### src/sv/gws_pkg.sv
// Shared types, constants and functions of the Gerstner wave surface block.
package gws_pkg;

	localparam int WAVE_COUNT       = 5;
	localparam int TRIG_TABLE_DEPTH = 1024;
	localparam int IDX_W            = $clog2(TRIG_TABLE_DEPTH);
	localparam int WSEL_W           = (WAVE_COUNT > 1) ? $clog2(WAVE_COUNT) : 1;

	// Register indexes of the configuration port
	localparam logic [2:0] REG_WAVE_LAST = 3'd4;
	localparam logic [2:0] REG_ACTIVE    = 3'd5;
	localparam logic [2:0] REG_HEIGHT    = 3'd6;

	localparam logic [21:0] INV_TWO_PI_Q24  = 22'd2670177;
	localparam logic [30:0] TWO_PI_Q28      = 31'd1686629713;
	localparam logic signed [32:0] PI_Q28      = 33'sd843314857;
	localparam logic signed [32:0] HALF_PI_Q28 = 33'sd421657428;
	localparam logic signed [33:0] CORDIC_GAIN_Q30 = 34'sd652032874;
	localparam int CORDIC_STEPS = 20;

	typedef logic signed [15:0] norm_t;

	// One item and its running sums, handed from cell to cell
	typedef struct packed {
		logic signed [12:0] rx;
		logic signed [12:0] rz;
		logic [19:0]        t;
		logic signed [45:0] sx;
		logic signed [31:0] sy;
		logic signed [45:0] sz;
	} item_t;

	// Write port of the trig tables, driven by the setup unit
	typedef struct packed {
		logic             we;
		logic [IDX_W-1:0] addr;
		logic [33:0]      cs;
	} fill_t;

	// Arctangent of 2^-i in Q.28
	function automatic logic [27:0] atan_q28(input logic [4:0] i);
		logic [27:0] r;
		case (i)
			5'd0:  r = 28'd210828714;
			5'd1:  r = 28'd124459457;
			5'd2:  r = 28'd65760959;
			5'd3:  r = 28'd33381290;
			5'd4:  r = 28'd16755422;
			5'd5:  r = 28'd8385879;
			5'd6:  r = 28'd4193963;
			5'd7:  r = 28'd2097109;
			5'd8:  r = 28'd1048571;
			5'd9:  r = 28'd524287;
			5'd10: r = 28'd262144;
			5'd11: r = 28'd131072;
			5'd12: r = 28'd65536;
			5'd13: r = 28'd32768;
			5'd14: r = 28'd16384;
			5'd15: r = 28'd8192;
			5'd16: r = 28'd4096;
			5'd17: r = 28'd2048;
			5'd18: r = 28'd1024;
			5'd19: r = 28'd512;
			default: r = 28'd0;
		endcase
		return r;
	endfunction

	function automatic logic signed [15:0] sat16(input logic signed [47:0] v);
		logic signed [15:0] r;
		if (v > 48'sd32767) begin
			r = 16'sh7FFF;
		end else if (v < -48'sd32768) begin
			r = 16'sh8000;
		end else begin
			r = v[15:0];
		end
		return r;
	endfunction

endpackage

### src/sv/gws_setup.sv
// Setup unit: fills the trig tables by CORDIC and normalizes wave vectors.
module gws_setup (
	input  logic                      clk,
	input  logic                      arst_n,
	input  logic                      start,
	input  logic [gws_pkg::WSEL_W-1:0] wsel,
	input  logic [59:0]               wave,
	output logic                      busy,
	output gws_pkg::fill_t            fill,
	output gws_pkg::norm_t            nx [gws_pkg::WAVE_COUNT],
	output gws_pkg::norm_t            nz [gws_pkg::WAVE_COUNT]
);

	localparam logic [2:0] ST_IDLE = 3'd0;
	localparam logic [2:0] ST_LOAD = 3'd1;
	localparam logic [2:0] ST_ROT  = 3'd2;
	localparam logic [2:0] ST_WR   = 3'd3;
	localparam logic [2:0] ST_SQ   = 3'd4;
	localparam logic [2:0] ST_SQRT = 3'd5;
	localparam logic [2:0] ST_DIV  = 3'd6;

	logic [2:0]                  st_q;
	logic [gws_pkg::IDX_W-1:0]   idx_q;
	logic [4:0]                  step_q;
	logic signed [32:0]          a_q;
	logic signed [33:0]          x_q;
	logic signed [33:0]          y_q;
	logic                        flip_q;
	logic signed [11:0]          kx_q;
	logic signed [11:0]          ky_q;
	logic signed [11:0]          kz_q;
	logic [gws_pkg::WSEL_W-1:0]  wsel_q;
	logic [31:0]                 v_q;
	logic [31:0]                 r_q;
	logic [31:0]                 bit_q;
	logic [29:0]                 num_q;
	logic [16:0]                 rem_q;
	logic [29:0]                 quo_q;
	logic                        zsel_q;

	logic [gws_pkg::IDX_W+30:0]  ang_prod;
	logic signed [32:0]          ang;
	logic signed [32:0]          ang_fold;
	logic                        ang_flip;
	logic signed [33:0]          x_sh;
	logic signed [33:0]          y_sh;
	logic signed [33:0]          x_fin;
	logic signed [33:0]          y_fin;
	logic signed [33:0]          c_r;
	logic signed [33:0]          s_r;
	logic [23:0]                 sq_x;
	logic [23:0]                 sq_y;
	logic [23:0]                 sq_z;
	logic [25:0]                 sq_sum;
	logic [31:0]                 sq_try;
	logic [17:0]                 rem_sh;
	logic                        q_bit;
	logic [17:0]                 rem_sub;
	logic [29:0]                 quo_next;
	logic [14:0]                 q_mag;
	logic signed [15:0]          q_signed;
	logic signed [11:0]          k_cur;
	logic [11:0]                 kz_abs;

	// Angle of the table entry, folded into the right half plane
	always_comb begin
		ang_prod = (gws_pkg::IDX_W+31)'(idx_q) * (gws_pkg::IDX_W+31)'(gws_pkg::TWO_PI_Q28);
		ang      = signed'(33'(ang_prod >> gws_pkg::IDX_W));
		if (ang > gws_pkg::PI_Q28) begin
			ang = ang - signed'({2'b00, gws_pkg::TWO_PI_Q28});
		end
		ang_fold = ang;
		ang_flip = 1'b0;
		if (ang > gws_pkg::HALF_PI_Q28) begin
			ang_fold = ang - gws_pkg::PI_Q28;
			ang_flip = 1'b1;
		end else if (ang < -gws_pkg::HALF_PI_Q28) begin
			ang_fold = ang + gws_pkg::PI_Q28;
			ang_flip = 1'b1;
		end
	end

	// CORDIC shifts and final rounding to Q.15
	always_comb begin
		x_sh  = x_q >>> step_q;
		y_sh  = y_q >>> step_q;
		x_fin = flip_q ? -x_q : x_q;
		y_fin = flip_q ? -y_q : y_q;
		c_r   = (x_fin + 34'sd16384) >>> 15;
		s_r   = (y_fin + 34'sd16384) >>> 15;
	end

	// Squared length, square root step and divide step
	always_comb begin
		sq_x     = 24'(kx_q * kx_q);
		sq_y     = 24'(ky_q * ky_q);
		sq_z     = 24'(kz_q * kz_q);
		sq_sum   = 26'(sq_x) + 26'(sq_y) + 26'(sq_z);
		sq_try   = r_q + bit_q;
		rem_sh   = {rem_q, num_q[29]};
		q_bit    = (rem_sh >= 18'(r_q));
		rem_sub  = q_bit ? (rem_sh - 18'(r_q)) : rem_sh;
		quo_next = {quo_q[28:0], q_bit};
		q_mag    = quo_next[14:0];
		k_cur    = zsel_q ? kz_q : kx_q;
		if (r_q == 32'd0) begin
			q_signed = 16'sd0;
		end else if (k_cur < 12'sd0) begin
			q_signed = -signed'({1'b0, q_mag});
		end else begin
			q_signed = signed'({1'b0, q_mag});
		end
		kz_abs = (kz_q < 12'sd0) ? 12'(-kz_q) : 12'(kz_q);
	end

	assign busy = (st_q != ST_IDLE);

	// Table write on the last pass of each entry
	always_comb begin
		fill.we   = (st_q == ST_WR);
		fill.addr = idx_q;
		fill.cs   = {c_r[16:0], s_r[16:0]};
	end

	// Sequence the table fill after reset and the normalization after a wave write
	always_ff @(posedge clk or negedge arst_n) begin
		if (!arst_n) begin
			st_q   <= ST_LOAD;
			idx_q  <= '0;
			step_q <= '0;
		end else begin
			case (st_q)
				ST_IDLE: begin
					if (start) begin
						kx_q   <= signed'(wave[35:24]);
						ky_q   <= signed'(wave[47:36]);
						kz_q   <= signed'(wave[59:48]);
						wsel_q <= wsel;
						st_q   <= ST_SQ;
					end
				end
				ST_LOAD: begin
					a_q    <= ang_fold;
					flip_q <= ang_flip;
					x_q    <= gws_pkg::CORDIC_GAIN_Q30;
					y_q    <= '0;
					step_q <= '0;
					st_q   <= ST_ROT;
				end
				ST_ROT: begin
					if (a_q >= 33'sd0) begin
						x_q <= x_q - y_sh;
						y_q <= y_q + x_sh;
						a_q <= a_q - signed'({5'd0, gws_pkg::atan_q28(step_q)});
					end else begin
						x_q <= x_q + y_sh;
						y_q <= y_q - x_sh;
						a_q <= a_q + signed'({5'd0, gws_pkg::atan_q28(step_q)});
					end
					step_q <= step_q + 5'd1;
					if (step_q == 5'(gws_pkg::CORDIC_STEPS - 1)) begin
						st_q <= ST_WR;
					end
				end
				ST_WR: begin
					if (idx_q == gws_pkg::IDX_W'(gws_pkg::TRIG_TABLE_DEPTH - 1)) begin
						st_q <= ST_IDLE;
					end else begin
						idx_q <= idx_q + 1'b1;
						st_q  <= ST_LOAD;
					end
				end
				ST_SQ: begin
					v_q    <= {sq_sum[23:0], 8'd0};
					r_q    <= '0;
					bit_q  <= 32'h4000_0000;
					step_q <= '0;
					st_q   <= ST_SQRT;
				end
				ST_SQRT: begin
					if (v_q >= sq_try) begin
						v_q <= v_q - sq_try;
						r_q <= (r_q >> 1) + bit_q;
					end else begin
						r_q <= r_q >> 1;
					end
					bit_q  <= bit_q >> 2;
					step_q <= step_q + 5'd1;
					if (step_q == 5'd15) begin
						num_q  <= {((kx_q < 12'sd0) ? 12'(-kx_q) : 12'(kx_q)), 18'd0};
						rem_q  <= '0;
						quo_q  <= '0;
						zsel_q <= 1'b0;
						step_q <= '0;
						st_q   <= ST_DIV;
					end
				end
				ST_DIV: begin
					rem_q  <= rem_sub[16:0];
					quo_q  <= quo_next;
					num_q  <= {num_q[28:0], 1'b0};
					step_q <= step_q + 5'd1;
					if (step_q == 5'd29) begin
						step_q <= '0;
						rem_q  <= '0;
						quo_q  <= '0;
						if (!zsel_q) begin
							num_q  <= {kz_abs, 18'd0};
							zsel_q <= 1'b1;
						end else begin
							st_q <= ST_IDLE;
						end
					end
				end
				default: begin
					st_q <= ST_IDLE;
				end
			endcase
		end
	end

	// Hold the normalized vectors; reset matches the all-zero waves
	always_ff @(posedge clk or negedge arst_n) begin
		if (!arst_n) begin
			for (int w = 0; w < gws_pkg::WAVE_COUNT; w++) begin
				nx[w] <= '0;
				nz[w] <= '0;
			end
		end else if (st_q == ST_DIV && step_q == 5'd29) begin
			if (zsel_q) begin
				nz[wsel_q] <= q_signed;
			end else begin
				nx[wsel_q] <= q_signed;
			end
		end
	end

endmodule

### config.mk
export PLATFORM = sky130hd
export DESIGN_NAME = gws_setup
export DESIGN_NICKNAME = d
export VERILOG_FILES = /design/src/sv/gws_pkg.sv /design/src/sv/gws_setup.sv
export SDC_FILE = /design/constraint.sdc
export NUM_CORES = 2
export LEC_CHECK = 0
export BUFFER_PORTS_ARGS = -buffer_cell sky130_fd_sc_hd__buf_4
export CORE_MARGIN = 2
export CORE_UTILIZATION = 65
export CTS_CLUSTER_DIAMETER = 100
export DETAILED_ROUTE_END_ITERATION = 10
export GPL_ROUTABILITY_DRIVEN = 1
export PLACE_DENSITY = 0.84
export RECOVER_POWER = 100
export SLEW_MARGIN = 20
export SYNTH_ARGS = -nofsm -noshare
export SYNTH_HDL_FRONTEND = slang
export SYNTH_SLANG_ARGS = --single-unit
### constraint.sdc
create_clock -name clk -period 20.8 [get_ports clk]
set_input_delay 0 -clock clk [delete_from_list [all_inputs] [get_ports clk]]
set_output_delay 0 -clock clk [all_outputs]
set_load 0.01 [all_outputs]
## Yosys cells after proc, flatten, opt, wreduce, memory -nomap -nowiden

Memories as Yosys holds them, arrays and structs flattened.
Cells that the tools add are included.

| storage, ports and cells | value |
|---|---|
| register bits after elaboration | 477 |
| bits in latches | 0 |
| RAM bits | 0 |
| bits in read-only memories | 1792 |
| input port bits | 66 |
| logic and storage cells | 165 |
| memories kept | 2 |

Memories:

| name | depth | bits a word | read ports | clocked after Yosys merged registers in | wr ports | RTL line | text |
|---|---|---|---|---|---|---|---|
| (name not given) | 32 | 28 | 1 | 0 | 0 | gws_pkg.sv:43 | `case (i)` |
| (name not given) | 32 | 28 | 1 | 0 | 0 | gws_pkg.sv:43 |  |

| operators by class | value |
|---|---|
| $add $sub $neg | 24 |
| multiply operators | 4 |
| divide/modulo/power cells | 0 |
| $lt $le $gt $ge | 11 |
| equal/unequal tests | 16 |
| shifts and indexed selects | 2 |
| multiplexer cells | 54 |
| bitwise logic cells | 3 |
| reduce and logical (&&, ||, !) cells | 21 |

Operators with widths:

| operator | count |
|---|---|
| $pmux 32 s2 | 3 |
| $bwmux 80 | 2 |
| $pmux 34 s2 | 2 |
| $mux 33 | 4 |
| $mux 32 | 4 |
| $mux 28 | 4 |
| $mux 30 | 3 |
| $mul 12x12->24 | 3 |
| $add 34x34->34 | 2 |
| $mux 34 | 2 |
| $sshr 34x5->34 | 2 |
| $sub 34x34->34 | 2 |
| $pmux 33 s2 | 1 |
| $add 32x16->32 const B | 2 |
| $neg 32->32 | 2 |
| $pmux 30 s2 | 1 |
| $mux 17 | 3 |
| $add 24x24->24 | 2 |
| $demux 16 s3 | 1 |
| $mux 16 | 3 |
| $mul 10x31->41 const B | 1 |
| $lt 12x1->1 const B | 3 |
| $mux 12 | 3 |
| $pmux 17 s2 | 1 |
| other kinds (50) | 79 |

## Logic depth before layout (Yosys ltp)

| logic depth | value |
|---|---|
| depth after elaboration | 7 |
| mapped depth | 39 |

## Least setup slack after synthesis

OpenSTA, ideal clock, no wires.

| path | value |
|---|---|
| path kind | register to register |
| start point | reg idx_q[1] in the netlist's numbering |
| end point | reg a_q[30], data pin |
| library setup time | 0.261 ns |
| data arrival time | 8.617 ns |
| setup slack | 11.922 ns |
| cell stages (with the launch flop) | 37 |
| clock period less this slack | 8.878 ns |
| path through | dfrtp_1 fa_1 fa_1 fa_1 fa_1 inv_1 fa_1 inv_1 ha_1 buf_2 and4_1 nand2_1 o21ai_1 o31a_1 o21a_1 o311a_1 buf_2 or3_4 a2111oi_4 or4_1 buf_6 buf_6 nand2_2 buf_4 xnor2_1 inv_1 ha_1 nand2_1 a41oi_1 a211oi_1 nor3_1 o31ai_1 a21oi_1 nand2_1 nand3_1 xnor2_1 a311o_1 |

| on the way | value |
|---|---|
| cells in the longest elaborated chain, start to end | 7 |
| elaborated cells between the ends (all ways) | 11 |
| classes of those cells | add/sub: 3; mul: 1; order compare: 3; mux: 4 |

RTL lines:

| element | RTL line | text |
|---|---|---|
| from (decl) | gws_setup.sv:23 | `logic [gws_pkg::IDX_W-1:0] idx_q;` |
| from (signal assigned) | gws_setup.sv:169 | `idx_q <= idx_q + 1'b1;` |
| $mul 10x31->41 * | gws_setup.sv:67 | `ang_prod = (gws_pkg::IDX_W+31)'(idx_q) * (gws_pkg::IDX_W+31)'(gws_pkg::TWO_PI_Q28);` |
| $sub 31x31->32 or $gt 31x30->1 (tied branches) | gws_setup.sv:70, gws_setup.sv:69 |  |
| $mux 33 * | gws_setup.sv:69 | `if (ang > gws_pkg::PI_Q28) begin` |
| $add 33x31->33 or $lt 33x30->1 (tied branches) | gws_setup.sv:78, gws_setup.sv:77 |  |
| $mux 33 | gws_setup.sv:77 | `end else if (ang < -gws_pkg::HALF_PI_Q28) begin` |
| $mux 33 * | gws_setup.sv:74 | `if (ang > gws_pkg::HALF_PI_Q28) begin` |
| $pmux 33 s2 * | gws_setup.sv:132 | `case (st_q)` |
| to (signal assigned) | gws_setup.sv:143 | `a_q <= ang_fold;` |
| to (signal assigned) | gws_setup.sv:154 | `a_q <= a_q - signed'({5'd0, gws_pkg::atan_q28(step_q)});` |
| to (signal assigned) | gws_setup.sv:158 | `a_q <= a_q + signed'({5'd0, gws_pkg::atan_q28(step_q)});` |
| to (decl) | gws_setup.sv:25 | `logic signed [32:0] a_q;` |

Every way passes the cells marked *; elsewhere a longest branch is shown, timed or not.
A chain may end at the register's enable or synchronous reset.

## Worst setup path in the final report

| path | value |
|---|---|
| start point | reg idx_q[9] in the netlist's numbering |
| end point | reg a_q[9], data pin |

The elaborated chain is that of the path after synthesis.

==> impl_metrics.ini <==
[yosys]
yosysMostFrequentCell = inv_1
ys_seq_area_share_pct = 22.2
ys_ff_latch = 443
async_flop_share_pct = 40.2
synthDistinctLibCells = 105
synth_nets = 7367
avgSynthCellArea_um2 = 8.83
ys.flop_type = edfxtp_1
yosys.area.top_type_share_pct = 18.5
synthTopCellsByArea = fa_1 (18%), edfxtp_1 (14%), ha_1 (10%), dfrtp_1 (7.9%), inv_1 (5.2%)
synth_edf_count = 265
syn-cell-area_mm2 = 0.0559
synth_top_cell_by_area = fa_1
yosys_warnings = 0
synth_commonest_cells = inv_1 (781), nand2_1 (722), fa_1 (516), ha_1 (454), nor2_1 (448)
syn_inst = 6331

[timing]
post-route-min-period_ns = 12.04
tightest_slew_ns = 4.32
rsz0062_at_grt = false
hold_viol = 0
hold-worst-slack_ns = 0.0860
finalSetupViolations = 0
tns_ns = 0
max_clock_freq_ghz = 0.0831
max_slew_margin_pct = -188
finClkSkew_ns = 0.0466
setup_ws_ns = 8.76
period_share_pct = 57.9
final_max_slew_viol_count = 741

[place]
gp_congestion = 0.988
dpl_worst_slack_ns = 10.11
numPortBuffers = 247
dp_hpwl_mm = 114

[floorplan]
die_width_um = 297
boundaryPins = 272
die-area_mm2 = 0.0884
core_mm2 = 0.0851
num_rows = 107
fp.dieH_um = 297
initial_core_util_pct = 65.7

[clock_tree]
cts_resized = 0
cts_root_buf = clkbuf_16
post-cts-setup-buffers = 0
cts.sinks = 443
clk_transition_reported_paths_ns = 0.06
numCtsBuffers = 51
cts-htree-levels = 2
clkLatencyLatePin_ns = 0.65
cts_tree = done
clock_tree.buffer_depth = 3

[route]
wl_mm = 150
num_vias = 46700
drc = 0
drt-initial-drc-count = 3928
first_pass_iters = 6
vias_per_cell = 6.13
wl_per_cell_um = 19.7
ant_nets = 0

[setup_path]
required_ns = 21.19
crit_path_end_kind = flop
worstSetupPathType = flop to flop
worstPathMaxFanout = 18
crit_slowest_cell = nor2_1
cp_data_arrival_time_ns = 12.42
max_stage_delay_ns = 1.02
start_kind = flop

[cells_and_area]
drive_above_1_share_pct = 4.66
areaGrowthSynthToFinish_pct = 6.91
n_antenna_cell = 0
fin_nets = 7473

[grt]
globalRoute.totalOverflow = 0
grt_pass1_wl_mm = 242
antenna_found_initial = 1
grt_max_degree = 88
grt_pass1_vias = 46800
grtUsageTotal_pct = 33.7

[outcome]
violations = max-capacitance violations, max-slew violations
status = complete, but fails checks

[min_path]
worst_hold_path_type = primary input to flop

[run]
cap_violations = 17
[path summary, 6_finish.rpt]
kind / start / slack, ns / end / depth (start not counted)
max in group asynchronous: arst_n / 13.02 / nx[44] / 5
worst min register to register: nz[75] / 0.48 / nz[75] / 2
worst max-delay path: idx_q[9] / 8.76 / a_q[9] / 29
worst max register to register: idx_q[9] / 8.76 / a_q[9] / 29
min in group asynchronous: arst_n / 0.92 / st_q[0] / 3
worst min-delay path: wave[33] / 0.09 / kx_q[9] / 2
[cells by family after synthesis]
family	share of synthesized area, %
XOR/XNOR	8.03
flip-flops	22.2
AO/OA/AOI/OAI	14.6
AND/OR/NAND/NOR	15.8
adder cells (fa/ha/maj)	28.7
buffers and inverters	7.26
multiplexers	3.46
[layout by cell type, fill, tap and decap left out, drive strengths merged, types with 49 or more instances in the layout]
| cell | instances |
|---|---|
| xnor2 | 323 |
| and2 | 151 |
| xor2 | 183 |
| fa | 516 |
| edfxtp | 265 |
| inv | 783 |
| nand3 | 97 |
| a21o | 69 |
| nor2 | 449 |
| nor2b | 51 |
| and3 | 75 |
| a211oi | 49 |
| nand2b | 58 |
| a31oi | 66 |
| clkbuf | 330 |
| nand2 | 723 |
| mux2i | 74 |
| o21ai | 458 |
| ha | 454 |
| dfrtp | 177 |
| nor3 | 80 |
| a21oi | 346 |
[metrics by stage]
step	std cells	cell area, um^2	utilization [%]
2_1_floorplan	6331	55900	-
3_3_place_gp	7485	58500	68.7
3_5_place_dp	7485	58500	68.7
4_1_cts	7622	60700	71.3
5_1_grt	7622	59800	70.2
6_report	7622	59800	70.2
[metal layers]
metal | vias to the layer above | wire [um] | global-route usage, %
met5 | - | 13 | 0
met3 | 401 | 10500 | 4.24
met2 | 1927 | 73400 | 57.8
met1 | 22800 | 59100 | 43.4
met4 | 2 | 7140 | 13.9
li1 | 21600 | - | -
[worst max-delay path: cells and delay by family, from the launching register on]
family / cells / cell delay, ns
AOI/OAI and AO/OA: 9 / 2.83
adders and majority gates: 6 / 2.95
DFF: 1 / 0.72
xor gates and xnor gates: 3 / 2.06
and+or+nand+nor: 6 / 2.54
buffers and inverters: 5 / 0.67
[cell type report]
class                      count  area [um^2]
tap                         1144         1430
timing repair buffer         330         1740
inverter                     788         2960
clock buffer                  67         1420
multi-input combinational   4823        39400
sequential                   443        12400
clock inverter                27          385
fill                        6687        25400
[sequential cells by signal (all words and copies together), names as in the netlist, 16 cells and up]
signal,cells
nz,80
nx,80
x_q,34
bit_q,16
y_q,34
a_q,33
r_q,32
rem_q,17
v_q,32
[repair_timing]
item                                   CTS  global route
endpoints found under the hold margin  133             0
setup endpoints to repair                0             0
hold buffers                            43             0
Power is left out: the tool's default activity adds up to more than one toggle a clock period on the data nets, which glitch-free logic cannot reach.
